### config.mk
export PLATFORM = sky130hd
export DESIGN_NAME = json_string_unescape_top_flat
export DESIGN_NICKNAME = d
export VERILOG_FILES = /design/src/rtl/jsu_pkg.sv /design/src/rtl/jsu_in_if.sv /design/src/rtl/jsu_out_if.sv /design/src/rtl/jsu_parser.sv /design/src/rtl/json_string_unescape_top.sv /design/src/flat_wrapper.sv
export SDC_FILE = /design/constraint.sdc
export NUM_CORES = 1
export LEC_CHECK = 0
export ABC_AREA = 1
export BUFFER_PORTS_ARGS = -buffer_cell sky130_fd_sc_hd__buf_4
export CELL_PAD_IN_SITES_DETAIL_PLACEMENT = 1
export CELL_PAD_IN_SITES_GLOBAL_PLACEMENT = 2
export CORE_MARGIN = 2
export CORE_UTILIZATION = 31
export CTS_CLUSTER_SIZE = 16
export DETAILED_ROUTE_END_ITERATION = 8
export PLACE_DENSITY = 0.75
export SLEW_MARGIN = 15
export SYNTH_ARGS = -nofsm -noshare
export SYNTH_HDL_FRONTEND = slang
export SYNTH_SLANG_ARGS = --single-unit
export TNS_END_PERCENT = 100
### constraint.sdc
create_clock -name i_clk -period 2.05 [get_ports i_clk]
set_clock_uncertainty 0.2 [all_clocks]
set_input_delay 0.1025 -clock i_clk [delete_from_list [all_inputs] [get_ports i_clk]]
set_output_delay 0.1025 -clock i_clk [all_outputs]
set_load 0.005 [all_outputs]
### src/rtl/jsu_pkg.sv
// Package for the JSON string unescaper: result word type, status codes,
// character constants. No dependencies.
`timescale 1ns / 1ps
`default_nettype none

package jsu_pkg;

    localparam int MaxResults = 3;
    localparam int CntW       = $clog2(MaxResults + 1);

    // status codes of a result word
    localparam logic [2:0] StOk      = 3'd0;
    localparam logic [2:0] StNoQuote = 3'd1;
    localparam logic [2:0] StEof     = 3'd2;
    localparam logic [2:0] StEscape  = 3'd3;
    localparam logic [2:0] StHex     = 3'd4;
    localparam logic [2:0] StCodePt  = 3'd5;

    localparam logic [7:0] CharQuote  = 8'h22;
    localparam logic [7:0] CharBslash = 8'h5C;
    localparam logic [7:0] CharSlash  = 8'h2F;
    localparam logic [7:0] CharLowB   = 8'h62;
    localparam logic [7:0] CharLowF   = 8'h66;
    localparam logic [7:0] CharLowN   = 8'h6E;
    localparam logic [7:0] CharLowR   = 8'h72;
    localparam logic [7:0] CharLowT   = 8'h74;
    localparam logic [7:0] CharLowU   = 8'h75;

    localparam logic [7:0] CodeBs  = 8'd8;
    localparam logic [7:0] CodeTab = 8'd9;
    localparam logic [7:0] CodeLf  = 8'd10;
    localparam logic [7:0] CodeFf  = 8'd12;
    localparam logic [7:0] CodeCr  = 8'd13;

    typedef struct packed {
        logic [7:0] out_byte;
        logic       byte_valid;
        logic       run_last;
        logic       string_end;
        logic [2:0] status;
    } t_result;

    typedef struct packed {
        logic [CntW-1:0]               count;
        t_result [MaxResults-1:0]      res;
    } t_decode;

endpackage

`default_nettype wire

### src/rtl/jsu_in_if.sv
// Input channel of the JSON string unescaper: raw text bytes.
// No dependencies.
`timescale 1ns / 1ps
`default_nettype none

interface jsu_in_if;
    logic       valid;
    logic       ready;
    logic [7:0] in_byte;
    logic       end_of_input;

    modport source (output valid, output in_byte, output end_of_input, input ready);
    modport sink   (input valid, input in_byte, input end_of_input, output ready);
endinterface

`default_nettype wire

### src/rtl/jsu_out_if.sv
// Output channel of the JSON string unescaper: decoded bytes and status.
// No dependencies.
`timescale 1ns / 1ps
`default_nettype none

interface jsu_out_if;
    logic       valid;
    logic       ready;
    logic [7:0] out_byte;
    logic       byte_valid;
    logic       run_last;
    logic       string_end;
    logic [2:0] status;

    modport source (output valid, output out_byte, output byte_valid, output run_last,
                    output string_end, output status, input ready);
    modport sink   (input valid, input out_byte, input byte_valid, input run_last,
                    input string_end, input status, output ready);
endinterface

`default_nettype wire

### src/rtl/jsu_parser.sv
// Parse state and per-byte decode of the JSON string unescaper.
// Depends on jsu_pkg.
`timescale 1ns / 1ps
`default_nettype none

module jsu_parser (
    input  wire logic            i_clk,
    input  wire logic            i_rst_n,
    input  wire logic            i_accept,
    input  wire logic [7:0]      i_byte,
    input  wire logic            i_eoi,
    output jsu_pkg::t_decode     o_dec
);
    import jsu_pkg::*;

    localparam logic [2:0] ModeIdle = 3'd0;
    localparam logic [2:0] ModeBody = 3'd1;
    localparam logic [2:0] ModeEsc  = 3'd2;
    localparam logic [2:0] ModeHex0 = 3'd3;
    localparam logic [2:0] ModeHex1 = 3'd4;
    localparam logic [2:0] ModeHex2 = 3'd5;
    localparam logic [2:0] ModeHex3 = 3'd6;

    logic [2:0]  r_mode, n_mode;
    logic [15:0] r_cp, n_cp;
    t_decode     dec;
    logic [4:0]  hex;
    logic [15:0] cp_full;

    // {ok, value}
    function automatic logic [4:0] hex_digit(input logic [7:0] c);
        logic [4:0] r;
        r = 5'd0;
        if (c >= 8'h30 && c <= 8'h39) r = {1'b1, 4'(c - 8'h30)};
        else if (c >= 8'h61 && c <= 8'h66) r = {1'b1, 4'(c - 8'h57)};
        else if (c >= 8'h41 && c <= 8'h46) r = {1'b1, 4'(c - 8'h37)};
        return r;
    endfunction

    function automatic t_result mk(input logic [7:0] b, input logic v, input logic last,
                                   input logic send, input logic [2:0] st);
        t_result r;
        r.out_byte   = b;
        r.byte_valid = v;
        r.run_last   = last;
        r.string_end = send;
        r.status     = st;
        return r;
    endfunction

    assign hex     = hex_digit(i_byte);
    assign cp_full = {r_cp[11:0], hex[3:0]};

    always_comb begin
        n_mode = r_mode;
        n_cp   = r_cp;
        dec    = '0;
        if (i_eoi) begin
            n_mode = ModeIdle;
            n_cp   = '0;
            dec.count  = CntW'(1);
            dec.res[0] = mk(8'd0, 1'b0, 1'b1, 1'b0, StEof);
        end else begin
            case (r_mode)
                ModeIdle: begin
                    if (i_byte == CharQuote) begin
                        n_mode = ModeBody;
                    end else begin
                        n_cp       = '0;
                        dec.count  = CntW'(1);
                        dec.res[0] = mk(8'd0, 1'b0, 1'b1, 1'b0, StNoQuote);
                    end
                end
                ModeBody: begin
                    if (i_byte == CharQuote) begin
                        n_mode     = ModeIdle;
                        n_cp       = '0;
                        dec.count  = CntW'(1);
                        dec.res[0] = mk(8'd0, 1'b0, 1'b1, 1'b1, StOk);
                    end else if (i_byte == CharBslash) begin
                        n_mode = ModeEsc;
                    end else begin
                        dec.count  = CntW'(1);
                        dec.res[0] = mk(i_byte, 1'b1, 1'b1, 1'b0, StOk);
                    end
                end
                ModeEsc: begin
                    n_mode     = ModeBody;
                    dec.count  = CntW'(1);
                    case (i_byte)
                        CharQuote:  dec.res[0] = mk(CharQuote, 1'b1, 1'b1, 1'b0, StOk);
                        CharBslash: dec.res[0] = mk(CharBslash, 1'b1, 1'b1, 1'b0, StOk);
                        CharSlash:  dec.res[0] = mk(CharSlash, 1'b1, 1'b1, 1'b0, StOk);
                        CharLowB:   dec.res[0] = mk(CodeBs, 1'b1, 1'b1, 1'b0, StOk);
                        CharLowF:   dec.res[0] = mk(CodeFf, 1'b1, 1'b1, 1'b0, StOk);
                        CharLowN:   dec.res[0] = mk(CodeLf, 1'b1, 1'b1, 1'b0, StOk);
                        CharLowR:   dec.res[0] = mk(CodeCr, 1'b1, 1'b1, 1'b0, StOk);
                        CharLowT:   dec.res[0] = mk(CodeTab, 1'b1, 1'b1, 1'b0, StOk);
                        CharLowU: begin
                            n_mode    = ModeHex0;
                            n_cp      = '0;
                            dec.count = '0;
                        end
                        default: begin
                            n_mode     = ModeIdle;
                            n_cp       = '0;
                            dec.res[0] = mk(8'd0, 1'b0, 1'b1, 1'b0, StEscape);
                        end
                    endcase
                end
                ModeHex0, ModeHex1, ModeHex2, ModeHex3: begin
                    if (!hex[4]) begin
                        n_mode     = ModeIdle;
                        n_cp       = '0;
                        dec.count  = CntW'(1);
                        dec.res[0] = mk(8'd0, 1'b0, 1'b1, 1'b0, StHex);
                    end else if (r_mode != ModeHex3) begin
                        n_cp   = cp_full;
                        n_mode = r_mode + 3'd1;
                    end else if (cp_full[15:11] == 5'b11011) begin
                        // surrogate half
                        n_mode     = ModeIdle;
                        n_cp       = '0;
                        dec.count  = CntW'(1);
                        dec.res[0] = mk(8'd0, 1'b0, 1'b1, 1'b0, StCodePt);
                    end else begin
                        n_cp   = cp_full;
                        n_mode = ModeBody;
                        if (cp_full == 16'd0) begin
                            dec.count = '0;
                        end else if (cp_full < 16'h0080) begin
                            dec.count  = CntW'(1);
                            dec.res[0] = mk(cp_full[7:0], 1'b1, 1'b1, 1'b0, StOk);
                        end else if (cp_full < 16'h0800) begin
                            dec.count  = CntW'(2);
                            dec.res[0] = mk({3'b110, cp_full[10:6]}, 1'b1, 1'b0, 1'b0, StOk);
                            dec.res[1] = mk({2'b10, cp_full[5:0]}, 1'b1, 1'b1, 1'b0, StOk);
                        end else begin
                            dec.count  = CntW'(3);
                            dec.res[0] = mk({4'b1110, cp_full[15:12]}, 1'b1, 1'b0, 1'b0,
                                            StOk);
                            dec.res[1] = mk({2'b10, cp_full[11:6]}, 1'b1, 1'b0, 1'b0, StOk);
                            dec.res[2] = mk({2'b10, cp_full[5:0]}, 1'b1, 1'b1, 1'b0, StOk);
                        end
                    end
                end
                default: begin
                    // unused mode code: recover to idle
                    n_mode     = ModeIdle;
                    n_cp       = '0;
                    dec.count  = CntW'(1);
                    dec.res[0] = mk(8'd0, 1'b0, 1'b1, 1'b0, StEof);
                end
            endcase
        end
    end

    always_ff @(posedge i_clk) begin
        if (!i_rst_n) begin
            r_mode <= ModeIdle;
            r_cp   <= '0;
        end else if (i_accept) begin
            r_mode <= n_mode;
            r_cp   <= n_cp;
        end
    end

    assign o_dec = dec;

endmodule

`default_nettype wire

### src/rtl/json_string_unescape_top.sv
// Top level of the JSON string unescaper: parser plus result word queue.
// Depends on jsu_pkg, jsu_in_if, jsu_out_if and jsu_parser.
//
//  channel  dir  word fields
//  i_in     in   in_byte[7:0], end_of_input
//  o_out    out  out_byte[7:0], byte_valid, run_last, string_end, status[2:0]
//
// One input word is taken per cycle unless the queue holds the input back; its
// results appear in the result register on the next cycle.
// A \u escape giving two or three UTF-8 bytes holds the input while the result
// queue drains at one word per cycle when the output is ready.
// Synchronous active-low reset returns the parser to idle and empties the queue.
// Output stalls back-pressure the input whenever the queue holds a word.
`timescale 1ns / 1ps
`default_nettype none

module json_string_unescape_top (
    input  wire logic i_clk,
    input  wire logic i_rst_n,
    jsu_in_if.sink    i_in,
    jsu_out_if.source o_out
);
    import jsu_pkg::*;

    t_decode                  dec;
    t_result [MaxResults-1:0] r_buf;
    logic [CntW-1:0]          r_cnt;
    logic                     accept;
    logic                     pop;

    assign pop        = (r_cnt != '0) && o_out.ready;
    assign i_in.ready = (r_cnt == '0) || ((r_cnt == CntW'(1)) && o_out.ready);
    assign accept     = i_in.valid && i_in.ready;

    jsu_parser u_parser (
        .i_clk    (i_clk),
        .i_rst_n  (i_rst_n),
        .i_accept (accept),
        .i_byte   (i_in.in_byte),
        .i_eoi    (i_in.end_of_input),
        .o_dec    (dec)
    );

    // load on accept, otherwise shift down on pop
    always_ff @(posedge i_clk) begin
        if (accept) begin
            r_buf <= dec.res;
        end else if (pop) begin
            for (int i = 0; i < MaxResults - 1; i++) begin
                r_buf[i] <= r_buf[i+1];
            end
        end
    end

    always_ff @(posedge i_clk) begin
        if (!i_rst_n) begin
            r_cnt <= '0;
        end else if (accept) begin
            r_cnt <= dec.count;
        end else if (pop) begin
            r_cnt <= r_cnt - CntW'(1);
        end
    end

    assign o_out.valid      = (r_cnt != '0);
    assign o_out.out_byte   = r_buf[0].out_byte;
    assign o_out.byte_valid = r_buf[0].byte_valid;
    assign o_out.run_last   = r_buf[0].run_last;
    assign o_out.string_end = r_buf[0].string_end;
    assign o_out.status     = r_buf[0].status;

    a_no_overrun: assert property (@(posedge i_clk) disable iff (!i_rst_n)
        accept |-> (r_cnt == '0) || (r_cnt == CntW'(1) && pop))
        else $error("input accepted while queue still holds pending words");

    a_last_marks_tail: assert property (@(posedge i_clk) disable iff (!i_rst_n)
        (r_cnt == CntW'(1)) |-> r_buf[0].run_last)
        else $error("final queued word lacks run_last");

    a_error_word: assert property (@(posedge i_clk) disable iff (!i_rst_n)
        (r_cnt != '0 && r_buf[0].status != StOk) |->
            (!r_buf[0].byte_valid && r_buf[0].run_last && r_cnt == CntW'(1)))
        else $error("error word malformed or not alone");

    a_multi_after_accept: assert property (@(posedge i_clk) disable iff (!i_rst_n)
        (accept && dec.count > CntW'(1)) |=> !i_in.ready || o_out.valid)
        else $error("multi-byte burst lost");

endmodule

`default_nettype wire

### src/flat_wrapper.sv
// flat-port wrapper written by rule: the top's interface ports become plain ports
module json_string_unescape_top_flat import jsu_pkg::*;
  (i_clk, i_rst_n, i_in_valid, i_in_in_byte, i_in_end_of_input, i_in_ready, o_out_valid, o_out_out_byte, o_out_byte_valid, o_out_run_last, o_out_string_end, o_out_status, o_out_ready);
  jsu_in_if i_in_i ();
  jsu_out_if o_out_i ();
  input  wire logic i_clk;
  input  wire logic i_rst_n;
  input wire logic [$bits(i_in_i.valid)-1:0] i_in_valid;
  input wire logic [$bits(i_in_i.in_byte)-1:0] i_in_in_byte;
  input wire logic [$bits(i_in_i.end_of_input)-1:0] i_in_end_of_input;
  output wire logic [$bits(i_in_i.ready)-1:0] i_in_ready;
  output wire logic [$bits(o_out_i.valid)-1:0] o_out_valid;
  output wire logic [$bits(o_out_i.out_byte)-1:0] o_out_out_byte;
  output wire logic [$bits(o_out_i.byte_valid)-1:0] o_out_byte_valid;
  output wire logic [$bits(o_out_i.run_last)-1:0] o_out_run_last;
  output wire logic [$bits(o_out_i.string_end)-1:0] o_out_string_end;
  output wire logic [$bits(o_out_i.status)-1:0] o_out_status;
  input wire logic [$bits(o_out_i.ready)-1:0] o_out_ready;
  assign i_in_i.valid = i_in_valid;
  assign i_in_i.in_byte = i_in_in_byte;
  assign i_in_i.end_of_input = i_in_end_of_input;
  assign i_in_ready = i_in_i.ready;
  assign o_out_valid = o_out_i.valid;
  assign o_out_out_byte = o_out_i.out_byte;
  assign o_out_byte_valid = o_out_i.byte_valid;
  assign o_out_run_last = o_out_i.run_last;
  assign o_out_string_end = o_out_i.string_end;
  assign o_out_status = o_out_i.status;
  assign o_out_i.ready = o_out_ready;
  json_string_unescape_top u_core (.i_clk(i_clk), .i_rst_n(i_rst_n), .i_in(i_in_i), .o_out(o_out_i));
endmodule
==> impl_metrics.toml, run 1 <==
[job]
maxCapViolations = 0

[synthesis]
yosys.area.top_type_share = 0.2759
syn_nets = 449
synth_top_cell_by_area = "edfxtp_1"
yosysUniqueCellTypes = 40
syn_area_um2 = 3157
syn_avg_cell_area_um2 = 7.341
ys_ff_latch = 46
synthTopCellsByArea = "edfxtp_1 28%, nand2_1 12%, dfxtp_1 11%"
synth_cells = 430
ys_warn_count = 0
seq_area_frac_synth = 0.3837

[route]
routed_wl_mm = 11.84
wl_per_cell_um = 16.70
final_antenna_net_count = 0
via_per_inst = 4.815
first_pass_iters = 5
vias = 3414
drc = 0
drt_iter0_drc = 69

[sta]
fin_crit_sh = 1.020
setup_ws_ps = -40.43
setup_viol = 10
hold_violations = 0
finalSetupTns_ps = -147.1
max_freq_ghz = 0.4784
maxSlewHeadroom = 0.5364
tightestPinTransition_ps = 694.7
period_minus_slack_ps = 2090
maxSlewViolCount = 0
rsz0062_at_grt = "yes"

[global_routing]
grt_max_degree = 25
gr-max-usage-layer = "met2"
grtUsageMet1 = 0.2696
grt.met2_usage = 0.3891
grt_use_met3 = 0.02620
grt_pass1_wl_mm = 18.89
grt_pass1_vias = 3758
grt_usage = 0.2167
antenna_found_initial = 0
overflow = 0

[worst_setup_path]
critPathMaxStageDelay_ps = 350
worst_setup_path_start_kind = "flip-flop"
endpoint_kind = "flip-flop"
reg2reg_from = "u_core.u_parser.r_cp[3]$_SDFFE_PN0P_"
rr_endpoint = "u_core.o_out.out_byte[7]$_DFFE_PP_"
criticalPathCategory = "reg -> reg"
crit_chain = "nor4_4, nand3_2, nor2_4, nand3_4, o21ai_4, nor2_4, nand3_4, o311ai_4"
crit_arrival_ps = 1950
r2r_setup_slack_ps = -40
r2r_cells = 8
worst-path-max-fanout = 5
crit_slowest_cell = "dfxtp_2"
cp.required_ps = 1910

[placement]
dpl.hpwl_mm = 9.243
portBuffers = 28
gp_congestion = 0.9008
place_inst = 685
place_area_um2 = 4303

[run_status]
status = "complete, but fails checks"
violations = "negative setup slack"

[clock_network]
htree_levels = 2
clock_latency_ps = 310
numCtsBuffers = 5
tritoncts = "done"
cts.root.buffer_cell = "clkbuf_8"
clock-sinks = 46
cts_buffer_depth = 2
path_clk_slew_ps = 100

[die]
die_w_um = 104.9
ios = 29
die_y_um = 104.9
core_um2 = 9819
num_rows = 36
die_area_um2 = 11010
initial_core_util = 0.3215

[power]
p_leak_nw = 2.186
internal-power_mw = 3.098
pwr-share-comb = 0.583
power_density_nw_per_um2 = 1069
power.switching_mw = 2.144
switching_share = 0.4091
clockPowerShare = 0.114
p_seq_frac = 0.302
peakVddDrop_mv = 0.5382

[finish]
final_cell_mix = "144 x buf_4, 92 x nand2_1, 55 x inv_1"
mostFrequentLayoutCell = "buf_4"
layout.nets = 594
antenna_cells = 0
syn_to_final_growth_pct = 55.41
drive_above_1_share = 0.4653
fin_cells = 709
fin_area_um2 = 4906

[hold_path]
hp-class = "in -> reg"
holdPathEnd = "u_core.o_out.string_end$_SDFFCE_PP0P_"
worstHoldStart = "i_in_end_of_input"
holdPathStages = 4
-- cells by family after synthesis --
family | after synthesis | synth area share
flip-flops | 46 | 0.3837
AND/OR/NAND/NOR | 216 | 0.3274
adder cells (fa/ha/maj) | 6 | 0.02378
AO/OA/AOI/OAI | 70 | 0.1320
buffers and inverters | 91 | 0.1280
XOR/XNOR | 1 | 0.005154
-- sequential cells by signal (all words and copies together), names as in the netlist --
| register | flops |
|---|---|
| u_core.o_out.byte_valid | 1 |
| u_core.o_out.out_byte | 8 |
| u_core.o_out.run_last | 1 |
| u_core.o_out.status | 3 |
| u_core.o_out.string_end | 1 |
| u_core.r_buf | 15 |
| u_core.r_cnt | 2 |
| u_core.u_parser.r_cp | 12 |
| u_core.u_parser.r_mode | 3 |
-- worst max-delay path by stage --
| stage | start | endpoint | slack (ps) | depth (start not counted) |
|---|---|---|---|---|
| after CTS | u_core.u_parser.r_cp[11]$_SDFFE_PN0P_ | u_core.o_out.out_byte[4]$_DFFE_PP_ | -60 | 10 |
| after floorplan | u_core.u_parser.r_cp[3]$_SDFFE_PN0P_ | u_core.o_out.out_byte[7]$_DFFE_PP_ | 10 | 8 |
| after global routing | u_core.u_parser.r_cp[10]$_SDFFE_PN0P_ | u_core.r_cnt[0]$_SDFFE_PN0P_ | -190 | 14 |
| after global placement | i_in_in_byte[1] | u_core.o_out.out_byte[5]$_DFFE_PP_ | -240 | 16 |
| after detailed placement | i_in_in_byte[0] | u_core.o_out.out_byte[5]$_DFFE_PP_ | -400 | 16 |
| final | u_core.u_parser.r_cp[3]$_SDFFE_PN0P_ | u_core.o_out.out_byte[7]$_DFFE_PP_ | -40 | 8 |
-- critical path, delay by kind of cell (launching register included) --
family | cells | cell delay, ps
flops | 1 | 350
compound gates | 2 | 340
simple gates | 6 | 950
-- power groups by stage --
stage	Sequential [mW]	Combinational, mW	Clock, mW
after floorplan	1.55	1.26	0
after global placement	1.56	2.35	0
after detailed placement	1.58	2.40	0
after CTS	1.58	2.62	0.612
after global routing	1.62	3.32	0.634
final	1.58	3.06	0.600
-- metal layers --
metal,wire length [um],vias to the layer above
met3,247,24
li1,-,1698
met4,296,0
met2,6130,46
met1,5165,1646
met5,0,-
-- repair_timing --
| item | CTS | global route |
|---|---|---|
| hold buffers | 1 | 0 |
| setup buffers | 5 | 10 |
| gates resized for setup | 30 | 79 |
| setup endpoints to repair | 28 | 38 |
| hold endpoints to repair | 3 | 0 |
| cloned | 0 | 1 |
| pin swaps | 13 | 27 |
-- area by class of cell --
type | count | area (um2)
Clock buffer | 6 | 72.57
Clock inverter | 2 | 13.76
Fill cell | 1251 | 4913
Inverter | 73 | 286.5
Multi-Input combinational cell | 293 | 1892
Sequential cell | 46 | 1220
Tap cell | 133 | 166.4
Timing Repair Buffer | 155 | 1247
Timing Repair inverter | 1 | 7.507
-- through the flow --
step           hold WS [ps]  power, mW    util  worst slack [ps]
5_1_grt               104.0      5.578  0.4996            -193.4
3_5_place_dp          226.7      3.983  0.4382            -397.8
6_report              93.99      5.242  0.4996            -40.43
4_1_cts               89.03      4.809  0.4629            -55.65
2_1_floorplan         40.87      2.814       -             11.34
3_3_place_gp          204.6      3.913  0.4382            -237.8
-- Yosys cell counts --
| cell | n |
|---|---|
| nor2_1 | 41 |
| o21a_1 | 3 |
| nand3_1 | 16 |
| inv_1 | 70 |
| o311ai_1 | 1 |
| nor2_4 | 2 |
| a22oi_1 | 1 |
| nor3_1 | 21 |
| clkbuf_1 | 2 |
| and2_1 | 1 |
| o211ai_1 | 2 |
| nand4_2 | 1 |
| buf_2 | 2 |
| or2_2 | 1 |
| o31ai_1 | 4 |
| dfxtp_1 | 17 |
| o21ai_1 | 7 |
| nor3_2 | 3 |
| nand3_2 | 4 |
| buf_6 | 2 |
| a21oi_1 | 22 |
| nor3b_1 | 1 |
| nor4_1 | 2 |
| nor2_2 | 6 |
| a31oi_1 | 1 |
| nand2_1 | 97 |
| o21bai_1 | 1 |
| nand2_2 | 7 |
| ha_1 | 6 |
| nand4_4 | 2 |
| inv_2 | 3 |
| o22ai_1 | 3 |
| xor2_2 | 1 |
| edfxtp_1 | 29 |
| o21ai_0 | 19 |
| o21ai_4 | 1 |
| nand4_1 | 11 |
| buf_4 | 12 |
| o221ai_1 | 3 |
| a21oi_2 | 2 |
Power figures use the tool's default switching activity.
==> run 2: changes to the inputs <==
ABC_CLOCK_PERIOD_IN_PS = 2050   (was not set)
RECOVER_POWER = 50   (was not set)
==> impl_metrics.toml, run 2 (synthesis results as in run 1) <==
[worst_setup_path]
criticalPathCategory = "reg -> reg"
worst_setup_path_start_kind = "flip-flop"
crit_arrival_ps = 1950
crit_slowest_cell = "dfxtp_2"
crit_chain = "inv_2, nand4_1, nor2_2, nand3_2, nor2_4, nand3_4, o21ai_4, nor2_4, nand3_4, o311ai_4"
cp.required_ps = 1910
worst-path-max-fanout = 5
endpoint_kind = "flip-flop"
critPathMaxStageDelay_ps = 340

[sta]
max_freq_ghz = 0.4783
maxSlewHeadroom = 0.5402
setup_ws_ps = -40.65
finalSetupTns_ps = -128.8
maxSlewViolCount = 0
period_minus_slack_ps = 2091
fin_crit_sh = 1.020
rsz0062_at_grt = "yes"
setup_viol = 8
tightestPinTransition_ps = 688.9
hold_violations = 0

[placement]
gp_congestion = 0.9008
place_area_um2 = 4303
portBuffers = 28
dpl.hpwl_mm = 9.243
place_inst = 685

[clock_network]
cts.root.buffer_cell = "clkbuf_8"
htree_levels = 2
cts_buffer_depth = 2
path_clk_slew_ps = 100
clock-sinks = 46
tritoncts = "done"
clock_latency_ps = 310
numCtsBuffers = 5

[finish]
layout.nets = 594
largest_reg_flops = 15
fin_area_um2 = 4906
drive_above_1_share = 0.4653
fin_cells = 709
final_cell_mix = "130 x buf_4, 92 x nand2_1, 55 x inv_1"
mostFrequentLayoutCell = "buf_4"
syn_to_final_growth_pct = 55.41
regMostFlops = "u_core.r_buf"
antenna_cells = 0

[hold_path]
hp-class = "in -> reg"

[route]
drc = 0
wl_per_cell_um = 16.65
final_antenna_net_count = 0
drt_iter0_drc = 103
via_per_inst = 4.791
vias = 3397
routed_wl_mm = 11.81
first_pass_iters = 5

[die]
ios = 29
die_y_um = 104.9
die_area_um2 = 11010
num_rows = 36
initial_core_util = 0.3215
die_w_um = 104.9
core_um2 = 9819

[global_routing]
grt_max_degree = 25
grt_pass1_wl_mm = 18.89
overflow = 0
grt_pass1_vias = 3758
antenna_found_initial = 0
grt_usage = 0.2167

[run_status]
status = "complete, but fails checks"
violations = "negative setup slack"

[power]
finalPower_mw = 5.221
power_density_nw_per_um2 = 1064
p_leak_nw = 2.182
peakVddDrop_mv = 0.5409

[job]
maxCapViolations = 0
-- run 2: changes by cell type in the layout (fill, tap and decap cells not counted), sizes merged --
cell	delta
clkbuf	+14
buf	-14
-- run 2: what timing repair did --
item,CTS,global route
resized for setup,30,79
hold buffers,1,0
setup buffers,5,10
endpoints found under the hold margin,3,0
pin swaps,13,27
gates cloned,0,1
endpoints found under the setup margin,28,38
-- run 2: per-stage QoR --
stage | setup WS (ps) | hold WS, ps | util
global placement | -237.8 | 204.6 | 0.4382
CTS | -55.65 | 89.03 | 0.4629
global route | -193.4 | 104.0 | 0.4996
floorplan | 11.34 | 40.87 | -
finish | -40.65 | 91.65 | 0.4996
detailed placement | -397.8 | 226.7 | 0.4382
-- run 2: path summary, 6_finish.rpt --
path                                         start                                     to  slack, ps  cells past startpoint
min                              i_in_end_of_input  u_core.o_out.string_end$_SDFFCE_PP0P_         90                      4
max          u_core.u_parser.r_cp[10]$_SDFFE_PN0P_     u_core.o_out.out_byte[7]$_DFFE_PP_        -40                     10
min reg2reg   u_core.u_parser.r_cp[2]$_SDFFE_PN0P_   u_core.u_parser.r_cp[2]$_SDFFE_PN0P_        310                      2
max reg2reg  u_core.u_parser.r_cp[10]$_SDFFE_PN0P_     u_core.o_out.out_byte[7]$_DFFE_PP_        -40                     10
-- run 2: area by class of cell --
type	instances	area [um2]
fillers	1251	4913
multi-input cells	293	1892
repair buffers	155	1247
flip-flops and latches	46	1220
inverters	73	286.5
well taps	133	166.4
clock buffers	6	72.57
clock inverters	2	13.76
repair inverters	1	7.507
-- run 2: power by group --
| part | switching (mW) | leakage [nW] | internal (mW) |
|---|---|---|---|
| Clock | 0.353 | 0.0452 | 0.242 |
| Combinational | 1.64 | 1.70 | 1.41 |
| Sequential | 0.146 | 0.438 | 1.43 |
| Total | 2.13 | 2.18 | 3.09 |
-- run 2: worst max-delay path, delay by kind of cell, from the launching register on --
kind,cells,cell delay (ps)
and+or+nand+nor,7,910
DFF,1,340
AOI/OAI and AO/OA,2,340
buffers and inverters,1,50
-- run 2: per-layer routing --
metal,routed length [um],GRT usage,vias up,share of wire
li1,-,-,1695,-
met1,5113,0.2696,1635,0.43
met2,6138,0.3891,46,0.52
met3,270,0.02620,21,0.023
met4,284,0.06667,0,0.024
met5,0,0,-,0
==> run 3: changes to the inputs <==
==> constraint.sdc (replaced) <==
create_clock -name i_clk -period 2.05 [get_ports i_clk]
set_clock_uncertainty 0.2 [all_clocks]
set_input_delay 0.3075 -clock i_clk [delete_from_list [all_inputs] [get_ports i_clk]]
set_output_delay 0.3075 -clock i_clk [all_outputs]
set_load 0.005 [all_outputs]
==> impl_metrics.toml, run 3 (synthesis results as in run 1) <==
[global_routing]
grt_usage = 0.2103
antenna_found_initial = 0
grt_pass1_vias = 3510
grt_pass1_wl_mm = 18.25
overflow = 0
grt_max_degree = 25

[clock_network]
tritoncts = "done"
ctsHoldBuffers = 0
path_clk_slew_ps = 100
clock-sinks = 46
cts_buffer_depth = 2
htree_levels = 2
clock_latency_ps = 310
numCtsBuffers = 5
cts.root.buffer_cell = "clkbuf_8"

[finish]
multiInputGateArea_um2 = 2090
fin_cells = 720
regArea_um2 = 1220
syn_to_final_growth_pct = 66.51
mostFrequentLayoutCell = "buf_4"
regMostFlops = "u_core.r_buf"
fillers = 1214
antenna_cells = 0
final_cell_mix = "135 x buf_4, 74 x nand2_1, 54 x inv_1"
fin_area_um2 = 5256
layout.nets = 605
drive_above_1_share = 0.5281
largest_reg_flops = 15

[hold_path]
hp-class = "in -> reg"
worstHoldStart = "i_rst_n"

[sta]
maxSlewHeadroom = 0.5029
fin_crit_sh = 1.025
max_freq_ghz = 0.4760
rsz0062_at_grt = "yes"
period_minus_slack_ps = 2101
setup_ws_ps = -50.75
hold_violations = 0
tightestPinTransition_ps = 744.9
finalSetupTns_ps = -229.2
maxSlewViolCount = 0
hold_ws_ps = 90.72
setup_viol = 8

[worst_setup_path]
critPathMaxStageDelay_ps = 350
criticalPathCategory = "reg -> reg"
worst-path-max-fanout = 5
cp.required_ps = 1900
endpoint_kind = "flip-flop"
crit_arrival_ps = 1950
crit_slowest_cell = "dfxtp_2"
reg2reg_from = "u_core.u_parser.r_cp[3]$_SDFFE_PN0P_"
crit_chain = "nor4_2, buf_4, nand3_4, nor2_4, nand3_4, o21ai_4, nor2_4, nand3_4, o311ai_2"
worst_setup_path_start_kind = "flip-flop"
critPathLaunch = "u_core.u_parser.r_cp[3]$_SDFFE_PN0P_"
crit_top_cell = "nand3_4"
r2r_setup_slack_ps = -50

[die]
core_um2 = 9819
num_rows = 36
die_y_um = 104.9
ios = 29
die_w_um = 104.9
initial_core_util = 0.3215
die_area_um2 = 11010

[job]
maxCapViolations = 0

[power]
peakVddDrop_mv = 0.5174
power_density_nw_per_um2 = 1029
p_leak_nw = 2.296
finalPower_mw = 5.410

[route]
via_per_inst = 4.858
routed_wl_mm = 12.61
drt_iter0_drc = 131
first_pass_iters = 4
wl_per_cell_um = 17.52
final_antenna_net_count = 0
vias = 3498
drc = 0

[placement]
portBuffers = 28
place_inst = 686
place_area_um2 = 4359
gp_congestion = 0.9115
dpl.hpwl_mm = 9.091

[run_status]
violations = "negative setup slack"
status = "complete, but fails checks"
[run 3: cell count changes in the layout (fill, tap and decap cells not counted), moves of 4 or more]
| cell | before | now |
|---|---|---|
| nand2_2 | 8 | 22 |
| nand2_1 | 92 | 74 |
| buf_4 | 130 | 135 |
| o21ai_1 | 11 | 7 |
[run 3: worst max-delay path: cells and delay by family (launching register included)]
kind | cells | cell delay [ps]
AO/OA/AOI/OAI | 2 | 340
buffers and inverters | 1 | 170
flip-flops | 1 | 350
AND/OR/NAND/NOR | 6 | 790
[run 3: stage by stage]
step,utilization,worst slack [ps]
2_1_floorplan,-,-28.19
3_3_place_gp,0.4439,-475.1
3_5_place_dp,0.4439,-467.2
4_1_cts,0.4684,-38.94
5_1_grt,0.5353,-166.8
6_report,0.5353,-50.75
[run 3: final cells by class]
type,instances,area share
clock buffers,6,0.01381
well taps,133,0.03166
clock inverters,2,0.002618
flip-flops and latches,46,0.2321
repair buffers,167,0.2633
multi-input cells,293,0.3975
inverters,73,0.05903
[run 3: timing repair]
| item | CTS | global route |
|---|---|---|
| resized for setup | 33 | 128 |
| endpoints found under the hold margin | 0 | 0 |
| pin swaps | 22 | 41 |
| setup endpoints to repair | 37 | 42 |
| setup buffers | 9 | 14 |
| cloned | 0 | 3 |
[run 3: final timing paths]
check                                                end  cells after the start
setup / recovery      u_core.o_out.out_byte[7]$_DFFE_PP_                      9
hold / removal    u_core.u_parser.r_mode[2]$_SDFFE_PN0P_                      3
setup reg to reg      u_core.o_out.out_byte[7]$_DFFE_PP_                      9
hold reg to reg     u_core.u_parser.r_cp[2]$_SDFFE_PN0P_                      2
[run 3: metal layers]
metal	GRT usage	part of all wire
met3	0.01996	0.016
met4	0.05714	0.020
met1	0.2695	0.43
met5	0	0
met2	0.3757	0.54
[run 3: where the power goes]
part           switching, mW  total, mW  internal, mW  leakage (nW)
Clock                  0.350      0.592         0.242        0.0452
Combinational           1.78       3.25          1.48          1.81
Sequential             0.133       1.57          1.43         0.438
Total                   2.26       5.41          3.15          2.30
